===== config.mk =====
export PLATFORM = sky130hd
export DESIGN_NAME = sorted_insert_priority_queue
export DESIGN_NICKNAME = d
export VERILOG_FILES = /design/src/design/spq_pkg.sv /design/src/design/spq_cell.sv /design/src/design/sorted_insert_priority_queue.sv
export SDC_FILE = /design/constraint.sdc
export NUM_CORES = 2
export LEC_CHECK = 0
export BUFFER_PORTS_ARGS = -buffer_cell sky130_fd_sc_hd__buf_4
export CAP_MARGIN = 20
export CORE_UTILIZATION = 30
export DETAILED_ROUTE_END_ITERATION = 8
export PLACE_DENSITY = 0.42
export SYNTH_ARGS = -nofsm -noshare
export SYNTH_HDL_FRONTEND = slang
export SYNTH_SLANG_ARGS = --single-unit

===== constraint.sdc =====
create_clock -name i_clk -period 5.8 [get_ports i_clk]
set_input_delay 0.87 -clock i_clk [delete_from_list [all_inputs] [get_ports i_clk]]
set_output_delay 0.87 -clock i_clk [all_outputs]
set_load 0.03 [all_outputs]

===== src/design/spq_pkg.sv =====
`timescale 1ns / 1ps

package spq_pkg;

    // Depth of the queue. It holds at most DEPTH - 1 entries.
    localparam int DEPTH = 64;
    localparam int CAP   = DEPTH - 1;
    localparam int CNT_W = $clog2(DEPTH);

    localparam int VALUE_W = 16;
    localparam int PRIO_W  = 8;
    localparam int OCC_W   = 6;

    localparam logic MODE_ENQ = 1'b0;
    localparam logic MODE_DEQ = 1'b1;

    typedef enum logic [1:0] {
        ST_OK    = 2'd0,
        ST_FULL  = 2'd1,
        ST_EMPTY = 2'd2
    } t_status;

    typedef struct packed {
        logic               mode;
        logic [VALUE_W-1:0] item_value;
        logic [PRIO_W-1:0]  item_priority;
    } t_in_item;

    typedef struct packed {
        logic [VALUE_W-1:0] out_value;
        t_status            status;
        logic [OCC_W-1:0]   occupancy;
    } t_out_item;

    // One stored entry of the chain.
    typedef struct packed {
        logic [VALUE_W-1:0] data;
        logic [PRIO_W-1:0]  prio;
    } t_entry;

    // Command broadcast to every cell in the cycle of a transaction.
    typedef struct packed {
        logic   enq;
        logic   deq;
        t_entry item;
    } t_cell_cmd;

endpackage


===== src/design/spq_cell.sv =====
`timescale 1ns / 1ps

module spq_cell (
    input  logic               i_clk,
    input  spq_pkg::t_cell_cmd i_cmd,
    input  logic               i_occupied,
    input  logic               i_left_occupied,
    input  logic               i_left_greater,
    input  spq_pkg::t_entry    i_left_entry,
    input  spq_pkg::t_entry    i_right_entry,
    output spq_pkg::t_entry    o_entry,
    output logic               o_greater
);

    spq_pkg::t_entry r_entry;
    spq_pkg::t_entry n_entry;

    // This entry must make room for the new one when its priority is larger.
    assign o_greater = i_occupied && (r_entry.prio > i_cmd.item.prio);

    always_comb begin
        n_entry = r_entry;
        if (i_cmd.enq) begin
            if (i_left_greater) begin
                n_entry = i_left_entry;
            end else if ((o_greater || !i_occupied) && i_left_occupied) begin
                n_entry = i_cmd.item;
            end
        end else if (i_cmd.deq) begin
            n_entry = i_right_entry;
        end
    end

    always_ff @(posedge i_clk) begin
        r_entry <= n_entry;
    end

    assign o_entry = r_entry;

endmodule


===== src/design/sorted_insert_priority_queue.sv =====
`timescale 1ns / 1ps

// Channel   Direction  Handshake          Payload
// input     in         i_valid / o_stall  spq_pkg::t_in_item  (mode, value, priority)
// output    out        o_valid / i_stall  spq_pkg::t_out_item (value, status, occupancy)
//
// All cells compare their priority with the new one in parallel and shift in the
// same clock edge, so a new transaction can be taken in every cycle unless the
// input is stalled. The result is written to the output register on acceptance.
// Reset (synchronous, active low) empties the queue; the cell
// payload is not cleared, occupancy comes from the entry count alone. A stalled
// result holds the output register, and the input is stalled only while that
// register is full and stalled.

module sorted_insert_priority_queue (
    input  logic                i_clk,
    input  logic                i_rst_n,
    input  logic                i_valid,
    output logic                o_stall,
    input  spq_pkg::t_in_item   i_item,
    output logic                o_valid,
    input  logic                i_stall,
    output spq_pkg::t_out_item  o_item
);

    // Entry count; cells 0 .. r_count-1 hold live entries, head in cell 0.
    logic [spq_pkg::CNT_W-1:0] r_count;
    logic [spq_pkg::CNT_W-1:0] n_count;
    logic                      r_out_valid;
    logic                      n_out_valid;
    spq_pkg::t_out_item        r_out;
    spq_pkg::t_out_item        n_out;

    logic                      accept;
    logic                      is_full;
    logic                      is_empty;
    spq_pkg::t_cell_cmd        cmd;

    spq_pkg::t_entry           entry   [spq_pkg::CAP];
    logic [spq_pkg::CAP-1:0]   occupied;
    logic [spq_pkg::CAP-1:0]   greater;

    // The input is held off only while a finished result waits downstream.
    assign o_stall  = r_out_valid && i_stall;
    assign accept   = i_valid && !o_stall;
    assign is_full  = (r_count == spq_pkg::CNT_W'(spq_pkg::CAP));
    assign is_empty = (r_count == '0);

    // Refused operations leave the chain untouched.
    assign cmd.enq  = accept && (i_item.mode == spq_pkg::MODE_ENQ) && !is_full;
    assign cmd.deq  = accept && (i_item.mode == spq_pkg::MODE_DEQ) && !is_empty;
    assign cmd.item.data = i_item.item_value;
    assign cmd.item.prio = i_item.item_priority;

    // Row of compare-and-shift cells. On an enqueue every cell whose left
    // neighbor holds a larger priority takes that neighbor's entry. The new
    // entry lands in the first cell with a larger priority, or in the first
    // free cell when no live entry is larger.
    // On a dequeue every cell takes its right neighbor's entry.
    for (genvar g = 0; g < spq_pkg::CAP; g++) begin : g_cell
        logic            left_occupied;
        logic            left_greater;
        spq_pkg::t_entry left_entry;
        spq_pkg::t_entry right_entry;

        assign occupied[g] = (r_count > spq_pkg::CNT_W'(g));

        if (g == 0) begin : g_head
            assign left_occupied = 1'b1;
            assign left_greater  = 1'b0;
            assign left_entry    = cmd.item;
        end else begin : g_body
            assign left_occupied = occupied[g-1];
            assign left_greater  = greater[g-1];
            assign left_entry    = entry[g-1];
        end

        if (g == spq_pkg::CAP - 1) begin : g_tail
            assign right_entry = entry[g];
        end else begin : g_mid
            assign right_entry = entry[g+1];
        end

        spq_cell u_cell (
            .i_clk           (i_clk),
            .i_cmd           (cmd),
            .i_occupied      (occupied[g]),
            .i_left_occupied (left_occupied),
            .i_left_greater  (left_greater),
            .i_left_entry    (left_entry),
            .i_right_entry   (right_entry),
            .o_entry         (entry[g]),
            .o_greater       (greater[g])
        );
    end

    // Count and result for the transaction being accepted.
    always_comb begin
        n_count     = r_count;
        n_out_valid = r_out_valid && i_stall;
        n_out       = r_out;
        if (cmd.enq) begin
            n_count = r_count + 1'b1;
        end else if (cmd.deq) begin
            n_count = r_count - 1'b1;
        end
        if (accept) begin
            n_out_valid         = 1'b1;
            n_out.out_value     = cmd.deq ? entry[0].data : '0;
            n_out.occupancy     = spq_pkg::OCC_W'(n_count);
            if ((i_item.mode == spq_pkg::MODE_ENQ) && is_full) begin
                n_out.status = spq_pkg::ST_FULL;
            end else if ((i_item.mode == spq_pkg::MODE_DEQ) && is_empty) begin
                n_out.status = spq_pkg::ST_EMPTY;
            end else begin
                n_out.status = spq_pkg::ST_OK;
            end
        end
    end

    always_ff @(posedge i_clk) begin
        if (!i_rst_n) begin
            r_count     <= '0;
            r_out_valid <= 1'b0;
        end else begin
            r_count     <= n_count;
            r_out_valid <= n_out_valid;
        end
        r_out <= n_out;
    end

    assign o_valid = r_out_valid;
    assign o_item  = r_out;

    // The count never passes the capacity.
    a_count_cap: assert property (@(posedge i_clk) disable iff (!i_rst_n)
        r_count <= spq_pkg::CNT_W'(spq_pkg::CAP))
        else $error("entry count above capacity");

    // A successful enqueue adds exactly one entry.
    a_enq_count: assert property (@(posedge i_clk) disable iff (!i_rst_n)
        cmd.enq |=> r_count == $past(r_count) + 1'b1)
        else $error("enqueue did not add one entry");

    // A refused enqueue reports full and leaves the count alone.
    a_full_status: assert property (@(posedge i_clk) disable iff (!i_rst_n)
        accept && (i_item.mode == spq_pkg::MODE_ENQ) && is_full
        |=> r_out_valid && (r_out.status == spq_pkg::ST_FULL) && $stable(r_count))
        else $error("full enqueue not refused");

    // The head never has a larger priority than the entry behind it.
    a_head_sorted: assert property (@(posedge i_clk) disable iff (!i_rst_n)
        occupied[1] |-> entry[0].prio <= entry[1].prio)
        else $error("head entry out of order");

endmodule

==> flow_summary.ini <==
[setup_path]
startpoint_type = register
cp_max_fo = 43
critPathArrivalTime_ns = 4.75
critical_path_class = reg2reg
end_kind = register
critPathRequiredTime_ns = 6.29

[sta]
finalSetupViolCount = 0
finalHoldViolCount = 0
finalCritPeriodShare = 0.7352
tightestPinTransition_ns = 1.136
timing.hold.ws_ns = 0.1819
clock_skew_ns = 0.06880
worst_slack_ns = 1.536
slew-limit-headroom = 0.2424
timing.final.crit_period_ns = 4.264
slew_viol_final = 0
rsz0062_at_grt = no
fmax_mhz = 234.5
tns_ns = 0

[synthesis]
synth_top_area_frac = 0.5127
synthAdderAreaFrac = 0.07080
synthArstFlopShare = 0
synth_ff_type = edfxtp_1
synth_nets = 8997
synth_cells = 8459
synth_enable_flop_cells = 1536
ys_seq_area_frac = 0.5143
synth_xor_area_frac = 0.0004868
yosysTopAreaCell = edfxtp_1
netlist_area_mm2 = 0.08996
yosysMostFrequentCell = edfxtp_1
synth-simple-area-share = 0.1248
synth.top_cells.by_area = edfxtp_1 51%, a221o_1 8.5%, ha_1 7.1%
muxShareOfSynthArea = 0.06978
ys_types = 69
syn_avg_cell_area_um2 = 10.63
synth.ff_latch_count = 1543
synth-compound-area-share = 0.1780
synth_top_family_by_area = compound AO/OA/AOI/OAI gates
yosysWarnings = 0
synth_common_cells = 1536 x edfxtp_1, 1448 x nand2_1, 885 x nor2_1

[route]
avgRoutedWirePerCell_um = 27.43
drc = 0
drt-total-wl_mm = 337.0
drt-vias-per-instance = 5.687
vias = 69870
ant_nets = 0
first_pass_iters = 6
drt_iter0_markers = 7322

[min_path]
hp-class = in2reg

[run_status]
outcome = completed

[cts]
cts_setup_buffers = 0
numCtsBuffers = 196
htree_num_levels = 4
root_buffer = clkbuf_16
clockBufferDepth = 4
postCtsHoldBufs = 0
clkLatencyLatePin_ns = 0.91
cts_resized = 0
clk_pin_slew_ns = 0.06
cts.sinks = 1543
cts_tree = done

[final_layout]
areaGrowthSynthToFinish_pct = 11.79
drive_gt1_frac = 0.08313
nets = 8735
final_cells = 12290
fin_area_mm2 = 0.1006

[place]
place_area_mm2 = 0.09476
dp_hpwl_mm = 224.9
place_ws_ns = 1.208
numPortBuffers = 54
dp.cells = 11940
place_congestion = 0.8528

[global_routing]
grt_antenna_before_repair = 12
grt_pass1_wl_mm = 491.4
grt_pass1_vias = 69800
grt_util_all_layers = 0.2171
grt_max_degree = 229
overflow = 0

[floorplan]
die_area_mm2 = 0.3020
placementRows = 200
die_x_um = 549.6
die_y_um = 549.6
core-area_mm2 = 0.2975
boundaryPins = 55
initial_core_util = 0.3023

[power_and_ir_drop]
vdd_ir_drop_max_mv = 0.2438
leakagePower_nw = 38.68
powerDensity_mw_per_mm2 = 350.1

[flow_run]
maxCapViolCount = 0
report_power, final:
part / internal, mW / switching [mW] / total, mW
sequential: 14.8 / 1.43 / 16.2
combinational: 2.46 / 4.96 / 7.42
clock: 6.51 / 5.04 / 11.6
metal layers:
layer,share of wire,GRT usage,up-vias
met5,0,0,-
met4,0.029,0.06273,0
met3,0.053,0.02972,444
met2,0.45,0.3425,2164
met1,0.47,0.3082,35740
li1,-,-,31520
critical path, cell delays in order, from the launching register on:
cell     delay (ns)
dfxtp_1        0.68
inv_1          0.18
ha_1           0.26
nor2b_1        0.22
nand2_1        0.43
and3_4         0.83
nor2_2         0.39
a21o_1         0.27
a31oi_2        0.15
buf_4          0.39
state kept, by name, summed over array words and instances, names as in the netlist:
name                   count
g_cell.u_cell.o_entry   1512
r_count                    6
o_valid                    1
o_item                    24
layout make-up:
cell class / count / area [um2]
antenna: 10 / 25.02
timing repair buffer: 295 / 2501
fill: 30060 / 197000
multi-input combinational: 6050 / 40630
tap: 3939 / 4928
inverter: 111 / 434.2
clock buffer: 245 / 5110
clock inverter: 92 / 668.1
sequential: 1543 / 46270
layout by cell type, fill, tap and decap left out, types with 146 or more instances in the layout:
| cell type | synthesis | routed |
|---|---|---|
| edfxtp_1 | 1536 | 1536 |
| nand2_1 | 1448 | 1448 |
| nor2_1 | 885 | 880 |
| a221o_1 | 760 | 760 |
| o21ai_0 | 643 | 639 |
| mux2i_1 | 599 | 599 |
| ha_1 | 509 | 509 |
| a21oi_1 | 276 | 275 |
| buf_4 | 20 | 271 |
| clkbuf_16 | 0 | 197 |
| nand3_1 | 162 | 161 |
| a21o_1 | 146 | 146 |
worst paths after layout:
kind              cells after the start                                      end                                     from  slack (ns)
setup reg to reg                      9  g_cell[20].u_cell.o_entry[13]$_DFFE_PP_                    r_count[0]$_SDFF_PN0_        1.54
setup / recovery                      9  g_cell[20].u_cell.o_entry[13]$_DFFE_PP_                    r_count[0]$_SDFF_PN0_        1.54
hold / removal                        2                       o_valid$_SDFF_PN0_                                  i_valid        0.18
hold reg to reg                       2  g_cell[61].u_cell.o_entry[11]$_DFFE_PP_  g_cell[62].u_cell.o_entry[11]$_DFFE_PP_        0.53
per-stage QoR:
stage | power [mW] | utilization
after CTS | 35.48 | 0.3379
after global routing | 36.70 | 0.3379
after detailed placement | 23.85 | 0.3185
after floorplan | 20.54 | -
final | 35.21 | 0.3380
after global placement | 23.69 | 0.3184
cells by family after synthesis:
family,after synthesis
and+or+nand+nor,2750
DFF,1543
adders and majority gates,509
AOI/OAI and AO/OA,2162
buffers and inverters,866
muxes,624
xor gates and xnor gates,5
Power figures use the tool's default switching activity.
